==> src/sv/bflm_pkg.sv <==
// Shared types and constants for the buffer free-list manager.
package bflm_pkg;

   localparam int NUM_ITEMS      = 64;
   localparam int RESERVED_ITEMS = 2;
   localparam int PCT_SCALE      = 100;

   localparam int INDEX_W = 6;
   localparam int COUNT_W = 7;
   localparam int PCT_W   = 7;
   localparam int PROD_W  = 14;

   // Configuration register indexes
   typedef enum logic [0:0] {
      CSR_THRESHOLD_PERCENT = 1'b0,
      CSR_NOTIFY_ENABLE     = 1'b1
   } csr_index_type;

   localparam int CSR_INDEX_W = 1;

   typedef struct packed {
      logic               func;
      logic               item_type;
      logic [INDEX_W-1:0] item_index;
   } req_type;

   typedef struct packed {
      logic               granted;
      logic [INDEX_W-1:0] granted_index;
      logic [COUNT_W-1:0] free_count;
      logic               notify;
      logic               overflow_error;
   } rsp_type;

   // Shift command broadcast to every stack cell
   typedef struct packed {
      logic               push;
      logic               pop;
      logic [INDEX_W-1:0] push_index;
   } stack_cmd_type;

endpackage

==> src/sv/bflm_cell.sv <==
// One entry of the shifting free stack.
module bflm_cell #(
   parameter int INIT_INDEX = 0
) (
   input  logic                           clock,
   input  logic                           reset,
   input  bflm_pkg::stack_cmd_type        cmd,
   input  logic [bflm_pkg::INDEX_W-1:0]   above_index,
   input  logic [bflm_pkg::INDEX_W-1:0]   below_index,
   output logic [bflm_pkg::INDEX_W-1:0]   entry_index
);
   import bflm_pkg::*;

   logic [INDEX_W-1:0] entry_ff;
   logic [INDEX_W-1:0] entry_in;

   // Take from the neighbor toward the top on push, from below on pop
   always_comb begin
      entry_in = entry_ff;
      if (cmd.push) begin
         entry_in = above_index;
      end else if (cmd.pop) begin
         entry_in = below_index;
      end
   end

   always_ff @(posedge clock) begin
      if (reset) begin
         entry_ff <= INDEX_W'(INIT_INDEX);
      end else begin
         entry_ff <= entry_in;
      end
   end

   assign entry_index = entry_ff;

endmodule

==> src/sv/bflm_stack.sv <==
// Row of stack cells; cell 0 is the top of the free stack.
module bflm_stack (
   input  logic                           clock,
   input  logic                           reset,
   input  bflm_pkg::stack_cmd_type        cmd,
   output logic [bflm_pkg::INDEX_W-1:0]   top_index
);
   import bflm_pkg::*;

   logic [INDEX_W-1:0] entry [NUM_ITEMS];

   // Chain the cells: each sees its upper and lower neighbor
   for (genvar j = 0; j < NUM_ITEMS; j++) begin : g_cell
      logic [INDEX_W-1:0] above;
      logic [INDEX_W-1:0] below;

      if (j == 0) begin : g_top
         assign above = cmd.push_index;
      end else begin : g_mid_up
         assign above = entry[j-1];
      end

      if (j == NUM_ITEMS-1) begin : g_bottom
         assign below = entry[j];
      end else begin : g_mid_dn
         assign below = entry[j+1];
      end

      bflm_cell #(
         .INIT_INDEX(NUM_ITEMS-1-j)
      ) u_cell (
         .clock      (clock),
         .reset      (reset),
         .cmd        (cmd),
         .above_index(above),
         .below_index(below),
         .entry_index(entry[j])
      );
   end

   assign top_index = entry[0];

endmodule

==> src/sv/buffer_free_list_manager_unit.sv <==
// Buffer free-list manager: LIFO of free slot indices with reserve, free and notify.
//
// One access per clock: start is taken whenever it is high (busy stays low) and its
// result appears on rsp_data, marked by rsp_strobe, for exactly one cycle on the
// following cycle. The free stack is a row of 64 shifting cells with the top in
// cell 0, so a push or pop shifts every cell at once, regardless of fill level. After
// reset the stack holds every slot, highest index on top. The notify threshold
// NUM_ITEMS*threshold_percent/100 is compared without a divider, as
// NUM_ITEMS*percent <= 100*free_count + 99.
module buffer_free_list_manager_unit (
   input  logic                              clock,
   input  logic                              reset,
   input  logic                              start,
   output logic                              busy,
   input  bflm_pkg::req_type                 req_data,
   output logic                              rsp_strobe,
   output bflm_pkg::rsp_type                 rsp_data,
   input  logic                              csr_we,
   input  logic [bflm_pkg::CSR_INDEX_W-1:0]  csr_index,
   input  logic [bflm_pkg::PCT_W-1:0]        csr_wdata
);
   import bflm_pkg::*;

   logic [PCT_W-1:0]   threshold_ff;
   logic               notify_en_ff;
   logic [COUNT_W-1:0] free_total_ff;
   logic [COUNT_W-1:0] free_total_in;
   logic               rsp_strobe_ff;
   rsp_type            rsp_data_ff;
   rsp_type            rsp_data_in;
   stack_cmd_type      cmd;
   logic [INDEX_W-1:0] top_index;
   logic               transfer;
   logic               pop_ok;
   logic               push_ok;
   logic [PROD_W-1:0]  thr_scaled;
   logic [PROD_W-1:0]  count_limit;

   assign busy     = 1'b0;
   assign transfer = start && !busy;

   // Decide pop or push against the current fill level
   always_comb begin
      if (req_data.item_type) begin
         pop_ok = free_total_ff > COUNT_W'(RESERVED_ITEMS);
      end else begin
         pop_ok = free_total_ff != '0;
      end
      push_ok = free_total_ff < COUNT_W'(NUM_ITEMS);

      cmd.pop        = transfer && !req_data.func && pop_ok;
      cmd.push       = transfer && req_data.func && push_ok;
      cmd.push_index = req_data.item_index;

      free_total_in = free_total_ff;
      if (cmd.pop) begin
         free_total_in = free_total_ff - COUNT_W'(1);
      end else if (cmd.push) begin
         free_total_in = free_total_ff + COUNT_W'(1);
      end
   end

   // Compare threshold by cross-multiplying with the percent scale
   assign thr_scaled  = PROD_W'(NUM_ITEMS) * PROD_W'(threshold_ff);
   assign count_limit = PROD_W'(PCT_SCALE) * PROD_W'(free_total_in) + PROD_W'(PCT_SCALE - 1);

   // Build the result for this access
   always_comb begin
      rsp_data_in.granted        = cmd.pop;
      rsp_data_in.granted_index  = cmd.pop ? top_index : '0;
      rsp_data_in.free_count     = free_total_in;
      rsp_data_in.notify         = req_data.func && notify_en_ff && (thr_scaled <= count_limit);
      rsp_data_in.overflow_error = req_data.func && !push_ok;
   end

   bflm_stack u_stack (
      .clock    (clock),
      .reset    (reset),
      .cmd      (cmd),
      .top_index(top_index)
   );

   // Hold configuration, fill count and result strobe
   always_ff @(posedge clock) begin
      if (reset) begin
         threshold_ff  <= PCT_W'(50);
         notify_en_ff  <= 1'b0;
         free_total_ff <= COUNT_W'(NUM_ITEMS);
         rsp_strobe_ff <= 1'b0;
      end else begin
         if (csr_we) begin
            case (csr_index_type'(csr_index))
               CSR_THRESHOLD_PERCENT: threshold_ff <= csr_wdata;
               CSR_NOTIFY_ENABLE:     notify_en_ff <= csr_wdata[0];
               default:               ;
            endcase
         end
         free_total_ff <= free_total_in;
         rsp_strobe_ff <= transfer;
      end
   end

   // Capture result payload on each transfer
   always_ff @(posedge clock) begin
      if (transfer) begin
         rsp_data_ff <= rsp_data_in;
      end
   end

   assign rsp_strobe = rsp_strobe_ff;
   assign rsp_data   = rsp_data_ff;

endmodule

==> config.mk <==
export PLATFORM = sky130hd
export DESIGN_NAME = buffer_free_list_manager_unit
export DESIGN_NICKNAME = d
export VERILOG_FILES = /design/src/sv/bflm_pkg.sv /design/src/sv/bflm_cell.sv /design/src/sv/bflm_stack.sv /design/src/sv/buffer_free_list_manager_unit.sv
export SDC_FILE = /design/constraint.sdc
export NUM_CORES = 1
export LEC_CHECK = 0
export BUFFER_PORTS_ARGS = -buffer_cell sky130_fd_sc_hd__buf_2
export CAP_MARGIN = 20
export CELL_PAD_IN_SITES_DETAIL_PLACEMENT = 0
export CELL_PAD_IN_SITES_GLOBAL_PLACEMENT = 1
export CORE_ASPECT_RATIO = 1.4
export CORE_MARGIN = 2
export CORE_UTILIZATION = 54
export CTS_CLUSTER_DIAMETER = 30
export CTS_CLUSTER_SIZE = 25
export DETAILED_ROUTE_END_ITERATION = 12
export GPL_TIMING_DRIVEN = 0
export PLACE_DENSITY_LB_ADDON = 0.1
export SETUP_SLACK_MARGIN = 0.3
export SLEW_MARGIN = 30
export SYNTH_ARGS = -nofsm -noshare
export SYNTH_HDL_FRONTEND = slang
export SYNTH_HIERARCHICAL = 1
export SYNTH_SLANG_ARGS = --single-unit
==> constraint.sdc <==
create_clock -name clock -period 55.8 [get_ports clock]
set_clock_uncertainty 0.05 [all_clocks]
set_input_delay 13.95 -clock clock [delete_from_list [all_inputs] [get_ports clock]]
set_output_delay 13.95 -clock clock [all_outputs]
set_load 0.02 [all_outputs]
==> summary.txt <==
Timing
  • RSZ-0062 raised after global routing: false
  • Setup_tns: 0 ns
  • Fin crit share: 0.3386
  • Hold Vio Cnt, Final: 0
  • Slew HR: 0.4090
  • Hold slack: 0.4075 ns
  • Worst slew pin tran: 0.8865 ns
  • Achievable clock frequency: 0.05293 GHz
  • # setup viols final: 0
  • Crit path time final: 18.89 ns
  • Slew Limit Fails: 0

Logic synthesis
  • Post-synth top area cell: dfxtp_1
  • Number of synthesized flops with an enable pin: 16
  • Register area share after synthesis: 0.4256
  • Synth top area share: 0.4016
  • Top FF cell, synth: dfxtp_1
  • Syn_nets: 1986
  • Avg Inst Size Synth: 10.35 um^2
  • FF+latch count, synth: 416
  • Synth Instances: 1927
  • Mapped Area: 19940 um^2
  • Area contributors post-synth: dfxtp_1 (40%), mux2i_1 (20%), nor3b_1 (7.3%)
  • Post-synth ARST share: 0
  • Yosys Warn Count: 6
  • Yosys cell types: 42

Setup path
  • Setup slack, reg-to-reg: 50.05 ns
  • Worst reg-to-reg path cell count: 20
  • Arr. time, crit path: 19.15 ns
  • Crit end category: register
  • RR Endpoint: rsp_data[1]
  • CP Class: in -> reg
  • R2r startpoint: free_total_ff[4]
  • CP Max Fanout: 22
  • CP required: 56.06 ns
  • CP startpoint kind: input port

Power and ir drop
  • P_leak: 8.827 nW
  • Sw Share: 0.2535
  • Worst VDD drop: 0.04207 mV
  • Internal: 0.0006982 W
  • Logic gate share of total power: 0.141
  • Clk pwr share: 0.503
  • Sequential power share: 0.356
  • Sw power: 0.0002371 W
  • Pwr dens: 39.13 nW/um^2
  • Post-layout power: 0.0009353 W

Clock tree
  • Buffer count from post-CTS setup fixing: 0
  • Clock root buffer: clkbuf_16
  • CTS tree: yes
  • Clk buf depth: 3
  • Clock Sinks: 416
  • Worst-path clk slew: 0.05 ns
  • Post-CTS Resized: 0
  • Hold buffers post-CTS: 0
  • CTS buffer count: 75
  • Clock Latency Late Sink: 0.57 ns
  • # H-tree levels: 3

Global route
  • All-Layer GR Usage: 0.2085
  • First-pass GRT wire length: 70240 um
  • GRT busiest layer: met2
  • Total grt overflow: 0
  • Antenna violations before repair: 0
  • Met2 usage: 0.3697
  • Vias in the first global route: 15091
  • Largest net degree at the start of global routing: 118
  • GR Layer Usage met1: 0.2528
  • Met3 usage: 0.04184

Floorplanning
  • Die height: 231.4 um
  • Row cnt: 83
  • Io pins: 38
  • CORE AREA: 36560 um^2
  • Die ar.: 38500 um^2
  • Starting Density: 0.5455
  • DIE WIDTH: 166.4 um

Drt
  • Routed vias/inst: 5.572
  • Drt first pass iters: 6
  • Routed wire length: 39840 um
  • Initial drt markers: 738
  • DRC violations left: 0
  • Routed Antenna Nets: 0
  • Routed len/inst: 15.41 um
  • Detailed-route via count: 14409

Final layout
  • Layout Nets: 2118
  • ANT cells: 0
  • P&R area growth vs syn: 19.85%
  • Share of cells above drive strength 1: 0.1251
  • Layout Cells excl Fill: 2586

Place
  • Placed Cells: 2449
  • RePlAce Congestion: 0.7287
  • PortBufs: 36
  • DP HPWL: 25750 um

Worst hold path
  • Hold Path Sink: notify_en_ff
  • Hold path cells: 2
  • Worst hold path class: reg -> reg
  • HP Start: notify_en_ff

Status
  • Status: finished, final reports clean

Job
  • # Max-Cap Violations: 0
## power by group through the flow
stage	Clock, W	Combinational, W	Sequential [W]
global placement	0	0.000136	0.000339
global route	0.000494	0.000149	0.000335
floorplan	0	0.000106	0.000336
finish	0.000471	0.000131	0.000333
CTS	0.000480	0.000133	0.000333
detailed placement	0	0.000132	0.000339
## routing by layer
metal	wire length [um]	share of wire
met1	17790	0.45
met2	20030	0.50
met3	1256	0.032
met4	755	0.019
met5	0	0
## through the flow
stage / util / area [um^2] / worst slack, ns
after detailed placement: 0.5812 / 21250 / 36.26
final: 0.6538 / 23900 / 36.91
after global routing: 0.6538 / 23900 / 36.40
after floorplan: - / 19940 / 25.97
after global placement: 0.5664 / 20710 / 17.23
after CTS: 0.6537 / 23900 / 36.84
## synth_stat cells (2+ instances only)
cell / number
or4_1: 2
o21ai_0: 4
inv_1: 74
nand4_1: 2
a211oi_1: 189
xnor2_1: 9
nand2_1: 12
mux2i_1: 390
and4_1: 2
nor3b_1: 193
a211o_1: 3
and2_1: 2
buf_6: 65
and2_2: 6
ha_1: 37
a211oi_2: 6
nor2_1: 72
edfxtp_1: 16
nand3_1: 3
or2_1: 2
clkbuf_1: 2
xor2_1: 7
nor3_1: 3
a21oi_1: 200
dfxtp_1: 400
a21o_1: 4
fa_1: 2
nor2b_1: 203
o31ai_1: 4
## final cells by class
cell class | instances | area, um^2
Clock inverter | 36 | 494.2
Timing Repair Buffer | 55 | 713.2
Multi-Input combinational cell | 1369 | 10440
Tap cell | 467 | 584.3
Sequential cell | 416 | 8488
Clock buffer | 101 | 2156
Buffer | 68 | 749.5
Fill cell | 3042 | 12660
Inverter | 74 | 277.8
## sequential cells by signal, summed over array words and instances, names as in the netlist
register / count
free_total_ff: 7
notify_en_ff: 1
rsp_data: 16
threshold_ff: 7
rsp_strobe: 1
u_stack/g_cell.u_cell/entry_index: 384
## logic make-up after synthesis
family | share of synthesized area
other cells | 0.0001880
buf+inv | 0.05139
simple gates | 0.1609
compound gates | 0.1339
fa+ha+maj | 0.02522
xor+xnor | 0.007028
mux | 0.1958
flops | 0.4256
## worst max path at each step
stage	start	end	slack (ns)	cells after the start
after global routing	start	rsp_data[1]	36.40	22
after floorplan	start	rsp_data[1]	25.97	21
after detailed placement	start	rsp_data[1]	36.26	22
final	start	rsp_data[1]	36.91	22
after CTS	start	rsp_data[1]	36.84	22
after global placement	start	rsp_data[1]	17.23	21
## placed cells by master, fill, tap and decap left out, types with 3 or more instances in the layout
cell          n
o21ai_0       4
clkbuf_8     17
and2_2        6
edfxtp_1     16
nand2_1      12
clkinvlp_4    7
bufinv_16    10
nor2b_1     203
a211oi_2      6
dfxtp_1     400
mux2i_1     390
inv_6         7
buf_6        64
nor3b_1     193
a211oi_1    189
inv_1        74
o31ai_1       4
nand3_1       3
nor2_1       71
clkbuf_16    76
nor3_1        3
buf_16       19
xnor2_1       9
a21o_1        4
ha_1         37
a211o_1       3
xor2_1        7
clkbuf_1     11
a21oi_1     200
clkinv_2      8
buf_2        35
## critical path, cell delays in order
cell and delay [ns]:
buf_2 0.38, nand2_1 0.20, nor2_4 0.49, buf_16 0.23
and4_1 0.24, a21oi_1 0.07, xnor2_1 0.44, ha_1 0.33
ha_1 0.29, inv_1 0.05, fa_1 0.50, inv_1 0.04
ha_1 0.33, a211oi_1 0.25, o21bai_1 0.10, a21oi_1 0.17
xor2_1 0.30, xor2_1 0.12, ha_1 0.30, o211ai_1 0.08
o21ai_0 0.17, a31oi_1 0.10
Power figures use the tool's default switching activity.
